<file path="config.mk">
export PLATFORM = sky130hd
export DESIGN_NAME = hgn_queue
export DESIGN_NICKNAME = d
export VERILOG_FILES = /design/src/hgn_pkg.sv /design/src/hgn_queue.sv
export SDC_FILE = /design/constraint.sdc
export NUM_CORES = 1
export LEC_CHECK = 0
export BUFFER_PORTS_ARGS = -buffer_cell sky130_fd_sc_hd__buf_2
export CAP_MARGIN = 20
export CORE_MARGIN = 5
export CORE_UTILIZATION = 30
export DETAILED_ROUTE_END_ITERATION = 10
export GPL_ROUTABILITY_DRIVEN = 0
export PLACE_DENSITY = 0.55
export SYNTH_ARGS = -nofsm -noshare
export SYNTH_HDL_FRONTEND = slang
export SYNTH_SLANG_ARGS = --single-unit
</file>
<file path="constraint.sdc">
create_clock -name clk -period 2.2 [get_ports clk]
set_input_delay 0.44 -clock clk [delete_from_list [all_inputs] [get_ports clk]]
set_output_delay 0.44 -clock clk [all_outputs]
set_load 0.03 [all_outputs]
</file>
<file path="src/hgn_pkg.sv">
// Shared types, constants and register codes of the hex-grid normal block.
`default_nettype none
package hgn_pkg;

  localparam int unsigned DEF_MAX_ROW_LENGTH = 1024;
  localparam int unsigned DEF_HEIGHT_BITS    = 16;

  // Widest column index the command record carries (row length up to 4096).
  localparam int unsigned COL_W = 12;

  typedef enum logic [1:0] {
    REG_ROW_LENGTH   = 2'd0,
    REG_ROW_TOTAL    = 2'd1,
    REG_CELL_SPACING = 2'd2
  } reg_index_t;

  localparam logic [10:0] RST_ROW_LENGTH   = 11'd1024;
  localparam logic [15:0] RST_ROW_TOTAL    = 16'd1024;
  localparam logic [15:0] RST_CELL_SPACING = 16'd256;

  localparam logic MODE_SAMPLE = 1'b0;
  localparam logic MODE_FLUSH  = 1'b1;

  // Divisors: 6*cell for x, 2*sqrt3*cell (sqrt3 in unsigned Q1.16) for z.
  localparam int unsigned DENX_K = 6;
  localparam int unsigned DENZ_K = 2 * 113512;
  localparam int unsigned DENX_W = 19;
  localparam int unsigned DENZ_W = 34;

  typedef struct packed {
    logic [COL_W-1:0] x;
    logic [15:0]      z;
    logic [1:0]       bank;
    logic             below;
    logic             fend;
    logic             run_end;
  } cmd_t;

  typedef enum logic [2:0] {
    BK_IDLE,
    BK_GATHER,
    BK_CALC,
    BK_DIVIDE,
    BK_HOLD
  } back_state_t;

endpackage
`default_nettype wire

</file>
<file path="src/hgn_queue.sv">
// Two-entry command queue between front and back end.
`default_nettype none
module hgn_queue import hgn_pkg::*; (
  input  logic       clk,
  input  logic       rst,
  input  logic [1:0] push_n,
  input  cmd_t       push0,
  input  cmd_t       push1,
  input  logic       pop,
  output cmd_t       head,
  output logic       empty
);
  cmd_t       entries [2];
  cmd_t       entries_next [2];
  logic [1:0] count, count_next;

  assign head  = entries[0];
  assign empty = (count == 2'd0);

  always_comb begin
    entries_next = entries;
    count_next   = count;
    if (pop && count != 2'd0) begin
      entries_next[0] = entries[1];
      count_next      = count - 2'd1;
    end
    if (push_n != 2'd0 && count_next < 2'd2) begin
      entries_next[count_next[0]] = push0;
      count_next                  = count_next + 2'd1;
    end
    if (push_n == 2'd2 && count_next < 2'd2) begin
      entries_next[count_next[0]] = push1;
      count_next                  = count_next + 2'd1;
    end
  end

  always_ff @(posedge clk) begin
    entries <= entries_next;
    if (rst) begin
      count <= 2'd0;
    end else begin
      count <= count_next;
    end
  end
endmodule
`default_nettype wire

</file>
# Yosys cells after proc, flatten, opt, wreduce, memory -nomap -nowiden
# Cells that the tools add are included.
# word_totals
out_inout_bits	34
elab_cells	45
in_bits	71
ff_bits	68
# op_classes
bitwise_logic	2
n_mux	12
eq_ne	1
order_cmp	6
n_reduce_logical	8
n_addsub	3
# op_table
op	count
66-bit bitwise mux	2
66-bit two-way mux	2
33-bit two-way mux	3
33-bit demux with 1-bit select	2
2-bit two-way mux	3
1-bit logical AND	5
2-bit by 1-bit adder with 2-bit output (second input constant)	2
2-bit greater-or-equal comparator (second input constant)	2
2-bit by 1-bit < comparator with 1-bit output (second input constant)	2
2-bit < comparator (second input constant)	2
1-bit NOT with 2-bit output	2
2-bit nonzero test	2
2-bit equality test (second input constant)	1
2-bit logical NOT	1
2-bit by 1-bit subtractor with 2-bit output (second input constant)	1

# Logic depth before layout (Yosys ltp)
# Gate-level depths: netlist of run 1.
# depth
word_depth	13
ltp_mapped	8
ltp_nobuf	6

# Least setup slack after synthesis of run 1
# Ideal clock, no wire load.
# synth_timing
path_type	flip-flop to flip-flop
startpoint	register count[0]
endpoint	register entries[10] (netlist name)
stages_incl_launch_ff	9
path_slack_ps	201
period_less_slack_ps	1999
arrival_time_ps	1925
t_required_ps	2126
path_buffers	2
path_cell_list	dfxtp_1 > inv_1 > ha_1 > nand3b_1 > o22a_1 > or2_1 > buf_2 > buf_6 > a31oi_1
# synth_lines
item	line	text
from (decl)	hgn_queue.sv:15	logic [1:0] count, count_next;
from (signal assigned)	hgn_queue.sv:42	count <= count_next;
to (signal assigned)	hgn_queue.sv:38	entries <= entries_next;
to (decl)	hgn_queue.sv:13	cmd_t entries [2];

==> metrics.yaml, run 1 <==
timing_worst_setup_path_type: "reg -> reg"
cts-hold-fix-buffers: 0
worstMarginPinSlew_ns: 0.5092
cts_tree: "done"
die_x_um: 116.2
cts.root.buffer_cell: "clkbuf_16"
cp-start-kind: "flop"
start_util_pct: 30.96
synth.top_cell.area_share_pct: 40.21
die_y_um: 116.2
n_antenna_cell: 0
io_pins: 105
fin_crit_sh_pct: 95.08
synth_area_per_cell_um2: 8.572
rsz0062_at_grt: "yes"
vias: 3082
timing.hold.ws_ns: 0.3061
dpl.hpwl_mm: 6.652
synth_fa_ha_area_share_pct: 0.3695
drc: 0
synth_compound_area_share_pct: 17.78
drt_iter0_drc: 287
ys_async_sr_fraction_pct: 0
finalPower_mw: 7.405
fin_nets: 529
cts_buffers: 9
fin_crit_ns: 2.092
synth_edf_count: 0
antenna_found_initial: 0
syn_inst: 395
final_cells: 602
dieArea_um2: 13510
synth-seq-area-share_pct: 40.21
arrival_ns: 2.34
relSlewSlack_pct: 66.05
grt_pass1_vias: 3120
crit_fanout: 18
syn_nets: 467
synth_area_um2: 3386
synth.largest_area_cell: "dfxtp_1"
synth_mux_area_share_pct: 9.756
synth.most_common_cell: "dfxtp_1"
p_sw_mw: 3.075
postRouteAntennaNets: 0
via_per_inst: 5.120
required_ns: 2.45
hp-class: "in -> reg"
layout-drive-gt1-share_pct: 31.60
overflow: 0
drv_slew: 0
clock.fmax_mhz: 478.0
pwr-share-clk_pct: 22.0
hold_viol_final: 0
path_clk_slew_ns: 0.05
synth.area.top_cells: "dfxtp_1 40%, nor3_1 9.9%, mux2i_1 9.8%, nand3b_1 7.5%, buf_4 7.3%"
clock-sinks: 68
area_delta_synth_final_pct: 23.58
ir_worst_vdd_uv: 637.3
synth_top_family_by_area: "simple AND/OR/NAND/NOR gates"
finClkSkew_ns: 0.007048
synth_commonest_cells: "68 x dfxtp_1, 67 x nor3_1, 36 x o21ai_0"
status: "completed"
ys_ff_latch: 68
switching_share_pct: 41.52
yosysWarnings: 0
ys_types: 23
grt_pass1_wl_mm: 15.67
synth_simple_gate_area_share_pct: 18.92
firstDrtPassIters: 4
synth-xor-area-share_pct: 0
synth_flop_cell: "dfxtp_1"
final-setup-viol-count: 0
p_per_area_nw_per_um2: 1770
worstSetupEndpointType: "flop"
cap_violations: 0
fin_util_pct: 38.26
track_usage_pct: 14.74
detail_route.wl_per_cell_um: 16.31
cts_buffer_depth: 2
timing.reg2reg.setup_slack_ns: 0.11
power_frac_comb_pct: 47.5
leakagePower_nw: 1.655
clk_latency_ns: 0.32
seqPwrFrac_pct: 30.5
num_rows: 38
coreArea_um2: 10940
p_int_mw: 4.330
dp.cells: 584
grt_max_degree: 49
routed_wl_mm: 9.821
place.port_buffers: 104
htree_num_levels: 3
==> final cells by class <==
type	count	area (µm²)
Inverter	2	7.507
Timing Repair Buffer	124	683.2
Tap cell	140	175.2
Sequential cell	68	1363
Clock inverter	6	112.6
Multi-Input combinational cell	252	1614
Fill cell	1133	6751
Clock buffer	10	229.0
==> repair_timing <==
action / in CTS / in global routing
setup buffers: 0 / 2
gates resized for setup: 0 / 3
endpoints found under the hold margin: 0 / 0
endpoints found under the setup margin: 0 / 60
==> cells by family after synthesis <==
kind of cell,count (synthesis)
adders and majority gates,1
and+or+nand+nor,110
DFF,68
AOI/OAI and AO/OA,108
muxes,33
buffers and inverters,75
==> registers in the layout, indices dropped and copies added (netlist names) <==
signal / flops
head: 33
count: 2
entries: 33
==> layer usage <==
layer  track usage, %  vias up  part of all wire [%]
li1                 -     1534                     -
met1            19.28     1471                    46
met2            24.18       70                    48
met3            2.746        7                   4.7
met4            5.491        0                   1.2
met5                0        -                     0
==> through the flow <==
step,setup slack [ns],setup TNS [ns],instance area (µm²)
floorplan,0.2010,0,3386
global placement,0.1350,0,3824
detailed placement,0.04745,0,3824
CTS,0.03972,0,4165
global route,-0.009970,-0.02594,4184
finish,0.1081,0,4184
==> path summary, 6_finish.rpt <==
| kind | startpoint | to | cells past startpoint |
|---|---|---|---|
| max | count[0] | head[2] | 8 |
| min | rst | count[1] | 2 |
| max reg2reg | count[0] | head[2] | 8 |
| min reg2reg | entries[32] | entries[32] | 2 |
==> placed cells by master, fill, tap and decap left out <==
cell type and count:
o22a_2 1, o22ai_4 1, o21ai_0 36, buf_2 104
clkinv_4 2, a31oi_1 34, buf_4 19, nand2b_2 1
nand2b_1 1, o22a_1 1, nor2b_4 1, nor2_4 1
dfxtp_2 1, inv_1 2, nand3b_1 34, nor3_1 67
or2_1 2, clkbuf_16 9, o22ai_1 1, clkinv_2 1
mux2i_1 33, clkbuf_1 1, or2_4 1, buf_12 1
nor2_1 1, o31ai_1 1, dfxtp_1 67, ha_1 1
a21oi_1 33, bufinv_16 3, nand3_1 1
==> power by group through the flow <==
stage / logic (mW) / registers [mW] / clock network (mW)
floorplan: 2.94 / 2.18 / 0
global placement: 3.45 / 2.26 / 0
detailed placement: 3.54 / 2.28 / 0
CTS: 3.54 / 2.26 / 1.67
global route: 3.90 / 2.33 / 1.74
finish: 3.52 / 2.26 / 1.63
==> worst max-delay path: stages (launching register included) <==
cell,delay (ns)
dfxtp_1,0.33
inv_1,0.06
ha_1,0.25
nand3b_1,0.28
o22a_2,0.30
buf_4,0.20
or2_1,0.23
buf_4,0.21
a21oi_1,0.15
No activity file was read; power rests on OpenSTA's default activity.
==> inputs of run 2 (changes only) <==
==> constraint.sdc (replaced) <==
create_clock -name clk -period 2.5 [get_ports clk]
set_input_delay 0.5 -clock clk [delete_from_list [all_inputs] [get_ports clk]]
set_output_delay 0.5 -clock clk [all_outputs]
set_load 0.03 [all_outputs]
==> run 2 against run 1 <==
- sequential share of layout area grew 0.42 points
- core utilization shrank 0.49 points
- largest power group unchanged
- hold slack gained 0.054 ns
- maximum frequency shrank 3.6%
==> metrics.yaml, run 2 (synthesis gave the netlist of run 1 again) <==
status: "completed"
grt_pass1_wl_mm: 15.50  # -1.1%
num_rows: 38  # unchanged
via_per_inst: 5.208  # +1.7%
path_clk_slew_ns: 0.06  # about the same
p_int_mw: 3.655  # -16%
worstSetupEndpointType: "flop"
num-fill-cells: 1150  # +1.5%
layout_commonest_cell: "buf_2"
fin_area_um2: 4130  # -1.3%
cp-start-kind: "flop"
start_util_pct: 30.96  # unchanged
timing_worst_setup_path_type: "reg -> reg"
clock.fmax_mhz: 460.6  # -3.6%
place.port_buffers: 104  # unchanged
die_y_um: 116.2  # unchanged
placed_cell_area_um2: 3786  # -0.98%
clock-sinks: 68  # unchanged
layout-drive-gt1-share_pct: 30.92  # -0.68 points
coreArea_um2: 10940  # unchanged
cts_buffers: 9  # unchanged
dpl.hpwl_mm: 6.386  # -4.0%
rsz0062_at_grt: "no"
worstMarginPinSlew_ns: 0.6815  # +0.1723 ns
detail_route.wl_per_cell_um: 16.69  # +2.3%
whs_endpoint: "count[1]"
dp.cells: 579  # -0.86%
p_sw_mw: 2.738  # -11%
worst_slack_ns: 0.3289  # +0.2208 ns
relSlewSlack_pct: 54.57  # -11 points
io_pins: 105  # unchanged
final_cells: 596  # -1.0%
hp-class: "in -> reg"
holdPathStages: 2  # unchanged
drv_slew: 0  # unchanged
fin_crit_sh_pct: 86.84  # -8.2 points
n_antenna_cell: 0  # unchanged
postRouteAntennaNets: 0  # unchanged
r2r-start: "count[0]"
reg2reg_depth: 7  # -1
drc: 0  # unchanged
htree_num_levels: 3  # unchanged
power_frac_comb_pct: 47.6  # about the same
switching_share_pct: 42.83  # +1.3 points
crit_fanout: 13  # -5
dieArea_um2: 13510  # unchanged
die_x_um: 116.2  # unchanged
leakagePower_nw: 1.615  # -2.4%
path_cells: "inv_1 -> ha_1 -> nand3b_1 -> o22a_2 -> or2_2 -> buf_4 -> a31oi_1"
finClkSkew_ns: 0.008322  # +0.001274 ns
routed_wl_mm: 9.947  # +1.3%
r2r_end: "entries[11]"
ir_worst_vdd_uv: 625.1  # -1.9%
fin_nets: 524  # -0.95%
pwr-share-clk_pct: 21.2  # -0.8 points
cts_tree: "done"
timing.hold.ws_ns: 0.3598  # +0.05377 ns
clk_latency_ns: 0.32  # about the same
layout_common_cells: "104 x buf_2, 67 x nor3_1, 67 x dfxtp_1"
seqPwrFrac_pct: 31.2  # +0.7 points
hold_viol_final: 0  # unchanged
required_ns: 2.75  # +0.30 ns
max_stage_delay_ns: 0.44  # +0.11 ns
setup-tns-final_ns: 0  # unchanged
fin_crit_ns: 2.171  # +0.07923 ns
cp_slowest_cell: "dfxtp_2"
pre_cts_slack_ns: 0.1019  # +0.05450 ns
firstDrtPassIters: 5  # +1
cts_buffer_depth: 2  # unchanged
hp-start: "rst"
final-setup-viol-count: 0  # unchanged
track_usage_pct: 14.36  # -0.38 points
cts.root.buffer_cell: "clkbuf_16"
drt_iter0_drc: 231  # -20%
grt_pass1_vias: 3003  # -3.8%
overflow: 0  # unchanged
cap_violations: 0  # unchanged
grt_max_degree: 53  # +8.2%
antenna_found_initial: 0  # unchanged
arrival_ns: 2.42  # +0.08 ns
area_delta_synth_final_pct: 21.99
multi_input_area_um2: 1632  # +1.1%
timing.reg2reg.setup_slack_ns: 0.33  # +0.22 ns
vias: 3104  # +0.71%
cp-startpoint: "count[0]"
seqCellArea_um2: 1363  # unchanged
p_per_area_nw_per_um2: 1548  # -13%
-- run 2: cell types whose count changed in the layout (fill, tap and decap cells not counted), sizes merged --
cell / change
o22ai: +1
clkbuf: -1
bufinv: -1
buf: -6
clkinvlp: +1
-- run 2: critical path: cells and delay by family (launching register included) --
| family | cells | cell delay [ns] |
|---|---|---|
| compound gates | 2 | 0.43 |
| fa+ha+maj | 1 | 0.26 |
| buf+inv | 2 | 0.33 |
| flops | 1 | 0.44 |
| simple gates | 2 | 0.64 |
-- run 2: how the worst max path moves through the flow --
stage,endpoint,slack (ns)
floorplan,entries[10],0.50
global placement,count[1],0.20
detailed placement,count[1],0.10
CTS,count[1],0.04
global route,count[1],0.17
finish,entries[11],0.33
-- run 2: routing by layer --
metal	global-route usage, %	share of wire, %	vias up
li1	-	-	1533
met1	18.79	46	1469
met2	23.53	48	93
met3	3.264	5.2	9
met4	4.486	1.1	0
met5	0	0	-
-- run 2: cell type report --
cell class	count	share of cell area [%]
Multi-Input combinational cell	253	39.50
Sequential cell	68	32.99
Timing Repair Buffer	118	15.45
Clock buffer	9	5.453
Tap cell	140	4.241
Clock inverter	6	2.181
Inverter	2	0.1818
-- run 2: what timing repair did --
action / 4_1_cts / 5_1_grt
gates resized for setup: 0 / 3
setup buffers: 0 / 1
setup endpoints to repair: 0 / 31
hold buffers: 0 / 0
endpoints found under the hold margin: 0 / 0
-- run 2: power by group through the flow --
stage | combinational [mW] | clock (mW) | sequential, mW
6_report | 3.04 | 1.36 | 1.99
5_1_grt | 3.37 | 1.43 | 2.07
4_1_cts | 3.03 | 1.39 | 1.99
3_5_place_dp | 3.02 | 0 | 2.01
3_3_place_gp | 2.96 | 0 | 1.99
2_1_floorplan | 2.59 | 0 | 1.92
-- run 2: through the flow --
step	util, %	total power [mW]
after floorplan	-	4.512
after global placement	34.62	4.949
after detailed placement	34.62	5.024
after CTS	37.51	6.403
after global routing	37.77	6.865
final	37.77	6.393
