[src/hgn_pkg.sv]
// Shared types, constants and register codes of the hex-grid normal block.
`default_nettype none
package hgn_pkg;

  localparam int unsigned DEF_MAX_ROW_LENGTH = 1024;
  localparam int unsigned DEF_HEIGHT_BITS    = 16;

  // Widest column index the command record carries (row length up to 4096).
  localparam int unsigned COL_W = 12;

  typedef enum logic [1:0] {
    REG_ROW_LENGTH   = 2'd0,
    REG_ROW_TOTAL    = 2'd1,
    REG_CELL_SPACING = 2'd2
  } reg_index_t;

  localparam logic [10:0] RST_ROW_LENGTH   = 11'd1024;
  localparam logic [15:0] RST_ROW_TOTAL    = 16'd1024;
  localparam logic [15:0] RST_CELL_SPACING = 16'd256;

  localparam logic MODE_SAMPLE = 1'b0;
  localparam logic MODE_FLUSH  = 1'b1;

  // Divisors: 6*cell for x, 2*sqrt3*cell (sqrt3 in unsigned Q1.16) for z.
  localparam int unsigned DENX_K = 6;
  localparam int unsigned DENZ_K = 2 * 113512;
  localparam int unsigned DENX_W = 19;
  localparam int unsigned DENZ_W = 34;

  typedef struct packed {
    logic [COL_W-1:0] x;
    logic [15:0]      z;
    logic [1:0]       bank;
    logic             below;
    logic             fend;
    logic             run_end;
  } cmd_t;

  typedef enum logic [2:0] {
    BK_IDLE,
    BK_GATHER,
    BK_CALC,
    BK_DIVIDE,
    BK_HOLD
  } back_state_t;

endpackage
`default_nettype wire

[src/hgn_if.sv]
// Handshake channels for altitude samples and normal results.
`default_nettype none


interface hgn_out_if;
  logic        valid;
  logic        ready;
  logic [15:0] normal_x;
  logic [15:0] normal_z;
  logic [9:0]  vertex_column;
  logic [15:0] vertex_row;
  logic        run_end;
  logic        frame_end;
  modport source (output valid, normal_x, normal_z, vertex_column, vertex_row, run_end,
                  frame_end, input ready);
  modport sink (input valid, normal_x, normal_z, vertex_column, vertex_row, run_end,
                frame_end, output ready);
endinterface
`default_nettype wire

[src/hgn_div.sv]
// Restoring divider, one quotient bit per cycle, 16-bit quotient with overflow flag.
`default_nettype none
module hgn_div #(
  parameter int unsigned NW = 33,
  parameter int unsigned DW = 19,
  localparam int unsigned RW = DW + 16,
  localparam int unsigned XW = (NW > RW) ? NW : RW
) (
  input  logic          clk,
  input  logic          rst,
  input  logic          start,
  input  logic [NW-1:0] num,
  input  logic [DW-1:0] den,
  output logic          done,
  output logic [15:0]   quot,
  output logic          sat
);
  logic          running;
  logic [3:0]    cnt;
  logic [RW-1:0] rem, dsh;
  logic          ge;

  assign ge = (rem >= dsh);

  always_ff @(posedge clk) begin
    if (rst) begin
      running <= 1'b0;
      done    <= 1'b0;
      cnt     <= '0;
    end else begin
      done <= 1'b0;
      if (start) begin
        running <= 1'b1;
        cnt     <= '0;
      end else if (running) begin
        cnt <= cnt + 4'd1;
        if (cnt == 4'd15) begin
          running <= 1'b0;
          done    <= 1'b1;
        end
      end
    end
  end

  always_ff @(posedge clk) begin
    if (start) begin
      sat  <= (XW'(num) >= XW'({den, 16'b0}));
      rem  <= RW'(num);
      dsh  <= RW'({den, 15'b0});
      quot <= '0;
    end else if (running) begin
      if (ge) begin
        rem <= rem - dsh;
      end
      quot <= {quot[14:0], ge};
      dsh  <= dsh >> 1;
    end
  end
endmodule
`default_nettype wire

[src/hgn_back.sv]
// Back end: gathers the hex stencil from the line store, divides, rounds and saturates.
`default_nettype none
module hgn_back import hgn_pkg::*; #(
  parameter int unsigned MAX_ROW_LENGTH = DEF_MAX_ROW_LENGTH,
  parameter int unsigned HEIGHT_BITS    = DEF_HEIGHT_BITS,
  localparam int unsigned CW  = $clog2(MAX_ROW_LENGTH),
  localparam int unsigned LW  = $clog2(MAX_ROW_LENGTH + 1),
  localparam int unsigned AW  = $clog2(3 * MAX_ROW_LENGTH),
  localparam int unsigned SW  = (HEIGHT_BITS < 16) ? HEIGHT_BITS : 16,
  localparam int unsigned DXW = SW + 4,
  localparam int unsigned NXW = DXW + 13,
  localparam int unsigned NZW = DXW + 29
) (
  input  logic          clk,
  input  logic          rst,
  input  logic          q_valid,
  input  cmd_t          q_head,
  output logic          pop,
  output logic          gathering,
  input  logic [LW-1:0] len,
  input  logic [15:0]   cell_len,
  output logic [AW-1:0] mem_raddr,
  input  logic [SW-1:0] mem_rdata,
  hgn_out_if.source     normals
);
  back_state_t state, state_next;
  cmd_t        cmd;
  logic [2:0]  g;
  logic signed [SW-1:0] nb [7];
  logic [DENX_W-1:0] den_x;
  logic [DENZ_W-1:0] den_z;
  logic        neg_x, neg_z;

  logic        start, load_out, done_x, done_z, sat_x, sat_z;
  logic [15:0] quot_x, quot_z;

  logic        ovalid, orun, ofend;
  logic [15:0] onx, onz, orow;
  logic [9:0]  ocol;

  logic [CW-1:0] x, xl, xr;
  logic          has_l, has_r, above, even;
  logic [1:0]    bup, bdn, rbank;
  logic [CW-1:0] rcol;
  logic [6:0]    use_nb;
  logic [2:0]    k;

  logic signed [DXW-1:0] dx, dz;
  logic [DXW-1:0]        mag_x, mag_z;
  logic [NXW-1:0]        num_x;
  logic [NZW-1:0]        num_z;

  function automatic logic [15:0] finish(input logic [15:0] q, input logic s, input logic n);
    if (n) begin
      if (s || q > 16'd32768) return 16'h8000;
      return 16'(16'd0 - q);
    end
    if (s || q > 16'd32767) return 16'h7FFF;
    return q;
  endfunction

  // Stencil addressing.
  assign x     = cmd.x[CW-1:0];
  assign xl    = x - CW'(1);
  assign xr    = x + CW'(1);
  assign has_l = (x != '0);
  assign has_r = (LW'(x) + LW'(1) < len);
  assign above = (cmd.z != 16'd0);
  assign even  = !cmd.z[0];
  assign bup   = (cmd.bank == 2'd0) ? 2'd2 : cmd.bank - 2'd1;
  assign bdn   = (cmd.bank == 2'd2) ? 2'd0 : cmd.bank + 2'd1;
  assign k     = g - 3'd1;

  assign use_nb[0] = 1'b1;
  assign use_nb[1] = has_l;
  assign use_nb[2] = has_r;
  assign use_nb[3] = even ? (has_l && above)     : above;
  assign use_nb[4] = even ? (has_l && cmd.below) : cmd.below;
  assign use_nb[5] = even ? above     : (has_r && above);
  assign use_nb[6] = even ? cmd.below : (has_r && cmd.below);

  always_comb begin
    rbank = cmd.bank;
    rcol  = x;
    unique case (g)
      3'd1: rcol = xl;
      3'd2: rcol = xr;
      3'd3: begin rbank = bup; rcol = even ? xl : x; end
      3'd4: begin rbank = bdn; rcol = even ? xl : x; end
      3'd5: begin rbank = bup; rcol = even ? x : xr; end
      3'd6: begin rbank = bdn; rcol = even ? x : xr; end
      default: begin rbank = cmd.bank; rcol = x; end
    endcase
  end
  assign mem_raddr = AW'(rbank) * AW'(MAX_ROW_LENGTH) + AW'(rcol);

  // Gradient sums: nb holds c, l, r, lu, ld, ru, rd.
  assign dx = (DXW'(nb[2]) <<< 1) + DXW'(nb[5]) + DXW'(nb[6])
            - (DXW'(nb[1]) <<< 1) - DXW'(nb[3]) - DXW'(nb[4]);
  assign dz = DXW'(nb[6]) + DXW'(nb[4]) - DXW'(nb[3]) - DXW'(nb[5]);
  assign mag_x = dx[DXW-1] ? DXW'(-dx) : DXW'(dx);
  assign mag_z = dz[DXW-1] ? DXW'(-dz) : DXW'(dz);
  assign num_x = NXW'({mag_x, 12'b0}) + NXW'(den_x >> 1);
  assign num_z = NZW'({mag_z, 28'b0}) + NZW'(den_z >> 1);

  hgn_div #(.NW(NXW), .DW(DENX_W)) u_div_x (
    .clk(clk), .rst(rst), .start(start), .num(num_x), .den(den_x),
    .done(done_x), .quot(quot_x), .sat(sat_x)
  );

  hgn_div #(.NW(NZW), .DW(DENZ_W)) u_div_z (
    .clk(clk), .rst(rst), .start(start), .num(num_z), .den(den_z),
    .done(done_z), .quot(quot_z), .sat(sat_z)
  );

  always_comb begin
    state_next = state;
    unique case (state)
      BK_IDLE:   if (q_valid) state_next = BK_GATHER;
      BK_GATHER: if (g == 3'd7) state_next = BK_CALC;
      BK_CALC:   state_next = BK_DIVIDE;
      BK_DIVIDE: if (done_x && done_z) state_next = BK_HOLD;
      BK_HOLD:   if (!ovalid || normals.ready) state_next = BK_IDLE;
      default:   state_next = BK_IDLE;
    endcase
  end

  always_comb begin
    pop       = (state == BK_IDLE) && q_valid;
    gathering = (state == BK_GATHER);
    start     = (state == BK_CALC);
    load_out  = (state == BK_HOLD) && (!ovalid || normals.ready);
  end

  always_ff @(posedge clk) begin
    if (rst) begin
      state  <= BK_IDLE;
      ovalid <= 1'b0;
      g      <= '0;
    end else begin
      state <= state_next;
      if (load_out) begin
        ovalid <= 1'b1;
      end else if (normals.ready) begin
        ovalid <= 1'b0;
      end
      if (pop) begin
        g <= '0;
      end else if (gathering) begin
        g <= g + 3'd1;
      end
    end
  end

  always_ff @(posedge clk) begin
    if (pop) begin
      cmd   <= q_head;
      den_x <= DENX_W'(DENX_K) * DENX_W'(cell_len == 16'd0 ? 16'd1 : cell_len);
      den_z <= DENZ_W'(DENZ_K) * DENZ_W'(cell_len == 16'd0 ? 16'd1 : cell_len);
    end
    if (gathering && g != 3'd0) begin
      if (k == 3'd0) begin
        nb[0] <= mem_rdata;
      end else begin
        nb[k] <= use_nb[k] ? mem_rdata : nb[0];
      end
    end
    if (start) begin
      neg_x <= (dx > 0);
      neg_z <= (dz > 0);
    end
    if (load_out) begin
      onx  <= finish(quot_x, sat_x, neg_x);
      onz  <= finish(quot_z, sat_z, neg_z);
      ocol <= 10'(x);
      orow <= cmd.z;
      orun <= cmd.run_end;
      ofend <= cmd.fend;
    end
  end

  assign normals.valid         = ovalid;
  assign normals.normal_x      = onx;
  assign normals.normal_z      = onz;
  assign normals.vertex_column = ocol;
  assign normals.vertex_row    = orow;
  assign normals.run_end       = orun;
  assign normals.frame_end     = ofend;
endmodule
`default_nettype wire

[src/flat_wrapper.sv]
// flat-port wrapper written by rule: the top's interface ports become plain ports
module hgn_back_flat import hgn_pkg::*;
#(
  parameter int unsigned MAX_ROW_LENGTH = DEF_MAX_ROW_LENGTH,
  parameter int unsigned HEIGHT_BITS    = DEF_HEIGHT_BITS,
  localparam int unsigned CW  = $clog2(MAX_ROW_LENGTH),
  localparam int unsigned LW  = $clog2(MAX_ROW_LENGTH + 1),
  localparam int unsigned AW  = $clog2(3 * MAX_ROW_LENGTH),
  localparam int unsigned SW  = (HEIGHT_BITS < 16) ? HEIGHT_BITS : 16,
  localparam int unsigned DXW = SW + 4,
  localparam int unsigned NXW = DXW + 13,
  localparam int unsigned NZW = DXW + 29
)
  (clk, rst, q_valid, q_head, pop, gathering, len, cell_len, mem_raddr, mem_rdata, normals_valid, normals_normal_x, normals_normal_z, normals_vertex_column, normals_vertex_row, normals_run_end, normals_frame_end, normals_ready);
  hgn_out_if normals_i ();
  input  logic clk;
  input  logic rst;
  input  logic q_valid;
  input  cmd_t q_head;
  output logic pop;
  output logic gathering;
  input  logic [LW-1:0] len;
  input  logic [15:0] cell_len;
  output logic [AW-1:0] mem_raddr;
  input  logic [SW-1:0] mem_rdata;
  output wire logic [$bits(normals_i.valid)-1:0] normals_valid;
  output wire logic [$bits(normals_i.normal_x)-1:0] normals_normal_x;
  output wire logic [$bits(normals_i.normal_z)-1:0] normals_normal_z;
  output wire logic [$bits(normals_i.vertex_column)-1:0] normals_vertex_column;
  output wire logic [$bits(normals_i.vertex_row)-1:0] normals_vertex_row;
  output wire logic [$bits(normals_i.run_end)-1:0] normals_run_end;
  output wire logic [$bits(normals_i.frame_end)-1:0] normals_frame_end;
  input wire logic [$bits(normals_i.ready)-1:0] normals_ready;
  assign normals_valid = normals_i.valid;
  assign normals_normal_x = normals_i.normal_x;
  assign normals_normal_z = normals_i.normal_z;
  assign normals_vertex_column = normals_i.vertex_column;
  assign normals_vertex_row = normals_i.vertex_row;
  assign normals_run_end = normals_i.run_end;
  assign normals_frame_end = normals_i.frame_end;
  assign normals_i.ready = normals_ready;
  hgn_back #(.MAX_ROW_LENGTH(MAX_ROW_LENGTH), .HEIGHT_BITS(HEIGHT_BITS)) u_core (.clk(clk), .rst(rst), .q_valid(q_valid), .q_head(q_head), .pop(pop), .gathering(gathering), .len(len), .cell_len(cell_len), .mem_raddr(mem_raddr), .mem_rdata(mem_rdata), .normals(normals_i));
endmodule
[config.mk]
export PLATFORM = sky130hd
export DESIGN_NAME = hgn_back_flat
export DESIGN_NICKNAME = d
export VERILOG_FILES = /design/src/hgn_pkg.sv /design/src/hgn_if.sv /design/src/hgn_div.sv /design/src/hgn_back.sv /design/src/flat_wrapper.sv
export SDC_FILE = /design/constraint.sdc
export NUM_CORES = 2
export LEC_CHECK = 0
export ABC_AREA = 1
export BUFFER_PORTS_ARGS = -buffer_cell sky130_fd_sc_hd__buf_4
export CORE_UTILIZATION = 58
export DETAILED_ROUTE_END_ITERATION = 10
export PLACE_DENSITY_LB_ADDON = 0.08
export SYNTH_ARGS = -nofsm -noshare
export SYNTH_HDL_FRONTEND = slang
export SYNTH_HIERARCHICAL = 1
export SYNTH_SLANG_ARGS = --single-unit
[constraint.sdc]
create_clock -name clk -period 7.75 [get_ports clk]
set_clock_uncertainty 0.2 [all_clocks]
set_input_delay 1.55 -clock clk [delete_from_list [all_inputs] [get_ports clk]]
set_output_delay 1.55 -clock clk [all_outputs]
set_load 0.1 [all_outputs]
; ---- Yosys cells after proc, flatten, opt, wreduce, memory -nomap -nowiden
; Memories as Yosys holds them, arrays and structs flattened.
; Index checks and enable logic that the tools add are counted.
[totals]
register_bits = 362
ramBits = 112
input_bits = 80
output_inout_bits = 75
elab_cells = 219
memories = 1
[classes]
addsub = 26
n_mul = 2
n_lt_le_gt_ge = 12
n_eq_ne = 18
mux = 79
n_bitwise = 2
reduce_logical = 40
[mem_list]
columns = name, depth, word_bits, read_ports, rd_clocked_by_memory_dff, write_ports, line
row1 = u_core.nb, 7, 16, 7, 0, 1, hgn_back.sv:29  ; logic signed [SW-1:0] nb [7];
[op_table]
columns = operator, n
row1 = two-way mux 16 bit, 16
row2 = two-way mux 49 bit, 5
row3 = two-way mux 33 bit, 3
row4 = two-way mux 34 bit, 2
row5 = subtractor 20 x 16 -> 20 bit, 3
row6 = >= comparator 49 x 50 -> 1 bit, 1
row7 = >= comparator 50 x 49 -> 1 bit, 1
row8 = subtractor 50 x 49 -> 50 bit, 1
row9 = adder 48 x 33 -> 49 bit, 1
row10 = "> comparator 20 x 1 -> 1 bit, second input constant", 2
row11 = two-way mux 20 bit, 2
row12 = negation 20 bit, 2
row13 = one-hot mux 10 bit (4 select lines), 1
row14 = two-way mux 1 bit, 38
row15 = >= comparator 33 x 35 -> 1 bit, 1
row16 = >= comparator 35 x 34 -> 1 bit, 1
row17 = subtractor 35 x 34 -> 35 bit, 1
row18 = "multiplier 14 x 34 -> 30 bit, first input constant", 1
row19 = adder 32 x 18 -> 33 bit, 1
row20 = "> comparator 16 x 15 -> 1 bit, second input constant", 2
row21 = "> comparator 16 bit, second input constant", 2
row22 = "subtractor 1 x 16 -> 16 bit, first input constant", 2
row23 = two-way mux 10 bit, 2
row24 = subtractor 20 x 17 -> 20 bit, 1
row25 = 44 further kinds, 87

; ---- Depth between registers and ports, before layout
[logic_depth]
ltp_word = 10
depth_mapped = 43
depth_no_buf = 41

; ---- By module
; Netlist, hierarchy kept.
[modules_own_cells]
columns = module, instances, cells_each, area_each_um2, seq_area_each_um2
row1 = hgn_back, 1, 2575, 23431.2, 7707.4
row2 = hgn_div (u_core.u_div_z), 1, 1444, 9774.4, 3283.1
row3 = hgn_div (u_core.u_div_x), 1, 912, 6570.1, 2372.3

; ---- Least setup slack after synthesis
; OpenSTA, ideal clock, no wires.
[synth_path]
path_type = input to register
startpoint = input port cell_len[14]
endpoint = register u_core.den_z[30], data pin
setup_ns = 0.265
arrival_ns = 7.463
required_ns = 7.285
slack_ns = -0.178
cell_stages = 26
path_buffers = 2
path_cell_list = inv_1 > ha_1 > nand4_1 > or4_1 > clkbuf_1 > clkbuf_1 > nand2_1 > inv_1 > ha_1 > fa_1 > inv_1 > fa_1 > inv_1 > fa_1 > fa_1 > inv_1 > fa_1 > inv_1 > ha_1 > a21oi_1 > o21ai_0 > a21oi_1 > o21bai_1 > a21oi_1 > o21ai_0 > xor2_1
[synth_between]
elab_chain_cells = 3
[synth_rtl]
columns = element, line
row1 = from (decl), flat_wrapper.sv:23  ; input logic [15:0] cell_len;
row2 = logical NOT 16 bit, hgn_back.sv:159  ; den_z <= DENZ_W'(DENZ_K) * DENZ_W'(cell_len == 16'd0 ? 16'd1 : cell_len);
row3 = two-way mux 16 bit (*), hgn_back.sv:159
row4 = multiplier 14 x 34 -> 30 bit (*), hgn_back.sv:159
row5 = to (signal assigned), hgn_back.sv:159
row6 = to (decl), hgn_back.sv:31  ; logic [DENZ_W-1:0] den_z;
; Mark *: on every way between the ends. The rest lies on a longest branch, timed or not.
; A chain may end at the register's enable or synchronous reset.

; ---- Final worst setup path
[layout_path]
startpoint = input port cell_len[2]
endpoint = register u_core.den_z[30], data pin
; The elaborated chain is that of the path after synthesis.

==> impl_metrics.py <==
metrics = {
    "logic_synthesis": {
        "portion_of_the_post_synthesis_area_used_by_sequential_elements": 0.336,
        "ys_types": 65,
        "synth_edf_count": 389,
        "synth_async_sr_flop_share": 0,
        "synth_fa_ha_area_frac": 0.213,
        "postSynthRegisterBits": 473,
        "syn-mean-instance-area_um2": 8.07,
        "yosys.area_share.simple": 0.232,
        "synth_cell_area_um2": 39800,
        "synth-xor-area-share": 0.0269,
        "post_synth_inst_count": 4931,
        "yosysWarnings": 6,
        "synth_top_family_by_area": "simple AND/OR/NAND/NOR gates",
        "synth_compound_area_frac": 0.0921,
        "synthMuxAreaShare": 0,
        "synth-main-ff-cell": "sky130_fd_sc_hd__edfxtp_1",
    },
    "sta": {
        "report.final.hold_viol_count": 0,
        "worst_pin_slew_ns": 1.30,
        "finalSetupViolCount": 0,
        "fmaxAchievable_mhz": 136,
        "rsz0062_at_grt": "false",
        "maxSlewHeadroom": 0.123,
        "timing.final.max_slew_violations": 0,
        "setup_tns_ns": 0,
        "finalWorstSetupSlack_ns": 0.390,
        "timing.hold.ws_ns": 0.220,
        "min_period_over_period": 0.950,
        "final_period_minus_worst_setup_slack_ns": 7.36,
    },
    "cells_and_area": {
        "commonest_cells_after_routing_fill_and_taps_aside": "sky130_fd_sc_hd__nand2_1 (1059), sky130_fd_sc_hd__inv_1 (947), sky130_fd_sc_hd__edfxtp_1 (389), sky130_fd_sc_hd__nor2_1 (384), sky130_fd_sc_hd__ha_1 (324)",
        "drive_gt1_frac": 0.116,
        "multi_input_comb_area_um2": 22600,
        "stdcell_area_um2": 44600,
        "layout_commonest_cell": "sky130_fd_sc_hd__nand2_1",
        "layout.filler_cells": 5903,
        "nets_final": 5838,
        "area.sequential_um2": 13400,
        "area_growth_from_synthesis_to_final_layout_pct": 12.2,
        "antenna_cells_inserted": 0,
        "final_instance_count_excl_fillers": 6130,
    },
    "power": {
        "power_density_cells_nw_per_um2": 408,
        "cellLeakagePower_nw": 21.5,
        "vdd.ir_drop.worst_mv": 0.422,
    },
    "worst_setup_path": {
        "crit_path_end_kind": "flop",
        "setup.worst_path.start_class": "input port",
        "slowest_delay_ns": 0.55,
        "regToRegSetupSlack_ns": 0.58,
        "slowest_stage_cell_crit_path": "sky130_fd_sc_hd__fa_1",
        "critical_path_maximum_fanout": 11,
        "worstPathBufferInverterCount": 7,
        "worst_ep_arrival_time_ns": 7.52,
        "timing.setup.critical_path_class": "in2reg",
        "worst_path_dominant_cell_family": "adder cells",
        "timing.critical_path.required_ns": 7.91,
    },
    "cts": {
        "tritoncts_clock_tree": "built",
        "clock_tree.buffer_depth": 3,
        "clkTransAtPathRegs_ns": 0.06,
        "numCtsBuffers": 54,
        "worstSkewPairLatency_ns": 0.62,
        "cts.htree.levels": 2,
        "hold_buffers": 0,
        "cts.root.buffer_cell": "sky130_fd_sc_hd__clkbuf_16",
        "clock_sinks": 473,
    },
    "placement": {
        "pre_cts_ws_ns": -0.302,
        "detailed_place.area_um2": 42800,
        "gp_routability_congestion": 0.977,
        "port_buffers": 152,
        "placedCellCount": 6029,
        "post-dp-hpwl_um": 83900,
    },
    "grt": {
        "first_pass_grt_wire_length_um": 165000,
        "grt_antenna_before_repair": 0,
        "grt_overflow": 0,
        "globalRouteTotalUtil": 0.298,
        "first_global_vias": 31887,
        "grt_max_degree": 96,
    },
    "floorplanning": {
        "initial_utilization": 0.589,
        "pin_count": 155,
        "std_cell_rows": 95,
        "dieArea_um2": 69600,
        "die_y_um": 264,
        "die-width_um": 264,
        "core_region_area_um2": 67500,
    },
    "route": {
        "drt_pass1_iterations": 6,
        "detail_route.iter0.violations": 2282,
        "remaining_drc_errors": 0,
        "avgViaCountPerCell": 5.34,
        "routed_wire_length_per_instance_um": 16.9,
        "antenna_left": 0,
        "routed-via-count": 32728,
        "routed_wire_length_um": 104000,
    },
    "job": {
        "cap_violations": 0,
    },
    "worst_hold_path": {
        "worstHoldPathType": "reg2reg",
    },
    "run_status": {
        "outcome": "complete, no violations",
    },
}
==> worst paths after layout <==
path | start | end | cells after the start
max reg2reg | u_core/nb[3][5] | u_core/u_div_x/sat | 39
max | cell_len[2] | u_core/den_z[30] | 26
min | u_core/cmd[1] | u_core/normals.frame_end | 0
min reg2reg | u_core/cmd[1] | u_core/normals.frame_end | 0
==> synth_stat cells (6+ instances only) <==
master	number	share of area
sky130_fd_sc_hd__nand2_1	1064	0.10
sky130_fd_sc_hd__o21ai_2	6	0.0013
sky130_fd_sc_hd__a31oi_1	9	0.0014
sky130_fd_sc_hd__or2_2	14	0.0022
sky130_fd_sc_hd__inv_2	21	0.0020
sky130_fd_sc_hd__nor3_2	7	0.0018
sky130_fd_sc_hd__o21ai_1	29	0.0036
sky130_fd_sc_hd__clkbuf_1	52	0.0049
sky130_fd_sc_hd__nor3_1	51	0.0064
sky130_fd_sc_hd__nand3_2	26	0.0065
sky130_fd_sc_hd__nand3_1	303	0.038
sky130_fd_sc_hd__or2_1	11	0.0017
sky130_fd_sc_hd__nor2_4	15	0.0042
sky130_fd_sc_hd__o21ai_0	274	0.034
sky130_fd_sc_hd__ha_1	326	0.10
sky130_fd_sc_hd__xor2_1	91	0.020
sky130_fd_sc_hd__a21o_1	9	0.0017
sky130_fd_sc_hd__a21oi_2	13	0.0029
sky130_fd_sc_hd__nand2_2	69	0.011
sky130_fd_sc_hd__nor2_1	386	0.036
sky130_fd_sc_hd__buf_2	6	0.00075
sky130_fd_sc_hd__buf_1	12	0.0011
sky130_fd_sc_hd__nor4_1	19	0.0030
sky130_fd_sc_hd__xnor2_1	31	0.0068
sky130_fd_sc_hd__nand3b_1	14	0.0026
sky130_fd_sc_hd__nor2_2	27	0.0042
sky130_fd_sc_hd__a21oi_1	249	0.031
sky130_fd_sc_hd__inv_1	948	0.089
sky130_fd_sc_hd__o211ai_1	7	0.0013
sky130_fd_sc_hd__nand4_1	51	0.0080
sky130_fd_sc_hd__o221ai_1	7	0.0015
sky130_fd_sc_hd__dfxtp_1	84	0.042
sky130_fd_sc_hd__edfxtp_1	389	0.29
sky130_fd_sc_hd__o21bai_1	34	0.0064
sky130_fd_sc_hd__fa_1	219	0.11
==> sequential cells by signal (all words and copies together), names as in the netlist, 3 cells and up <==
signal	cells
u_core/nb	112
u_core/normals.vertex_row	16
u_core/den_z	30
u_core/state	3
u_core/normals.vertex_column	10
u_core/u_div_x/rem	35
u_core/u_div_z/cnt	4
u_core/den_x	17
u_core/u_div_x/cnt	4
u_core/u_div_z/quot	16
u_core/u_div_x/quot	16
u_core/cmd	31
u_core/u_div_z/dsh	49
u_core/u_div_z/rem	50
u_core/g	3
u_core/u_div_x/dsh	34
u_core/normals.normal_x	16
u_core/normals.normal_z	16
==> metrics by stage <==
stage	util	total power, W
2_1_floorplan	-	0.0119
3_3_place_gp	0.633	0.0153
3_5_place_dp	0.633	0.0154
4_1_cts	0.660	0.0181
5_1_grt	0.661	0.0197
6_report	0.661	0.0182
==> area by class of cell <==
cell class,instances,area share
Clock inverter,35,0.00664
Tap cell,873,0.0245
Sequential cell,473,0.299
Timing Repair Buffer,284,0.0478
Clock buffer,65,0.0338
Multi-Input combinational cell,3426,0.506
Inverter,974,0.0820
==> what timing repair did <==
item,4_1_cts,5_1_grt
endpoints found under the setup margin,0,2
buffers inserted,0,1
resized for setup,0,10
==> logic make-up after synthesis <==
family,Yosys count
compound gates,663
simple gates,2077
buf+inv,1050
other cells,1
flops,473
xor+xnor,122
fa+ha+maj,545
==> routing by layer <==
metal | up-vias | global-route usage | part of all wire
met5 | - | 0 | 0
met1 | 15295 | 0.398 | 0.44
met4 | 0 | 0.0863 | 0.027
met3 | 150 | 0.0394 | 0.053
li1 | 16398 | - | -
met2 | 885 | 0.508 | 0.48
==> power breakdown <==
part           switching, W  internal (W)
logic               0.00701       0.00417
registers          0.000509       0.00391
clock network       0.00110       0.00149
total               0.00862       0.00957
Note: power is estimated with default switching activity, not from simulation.
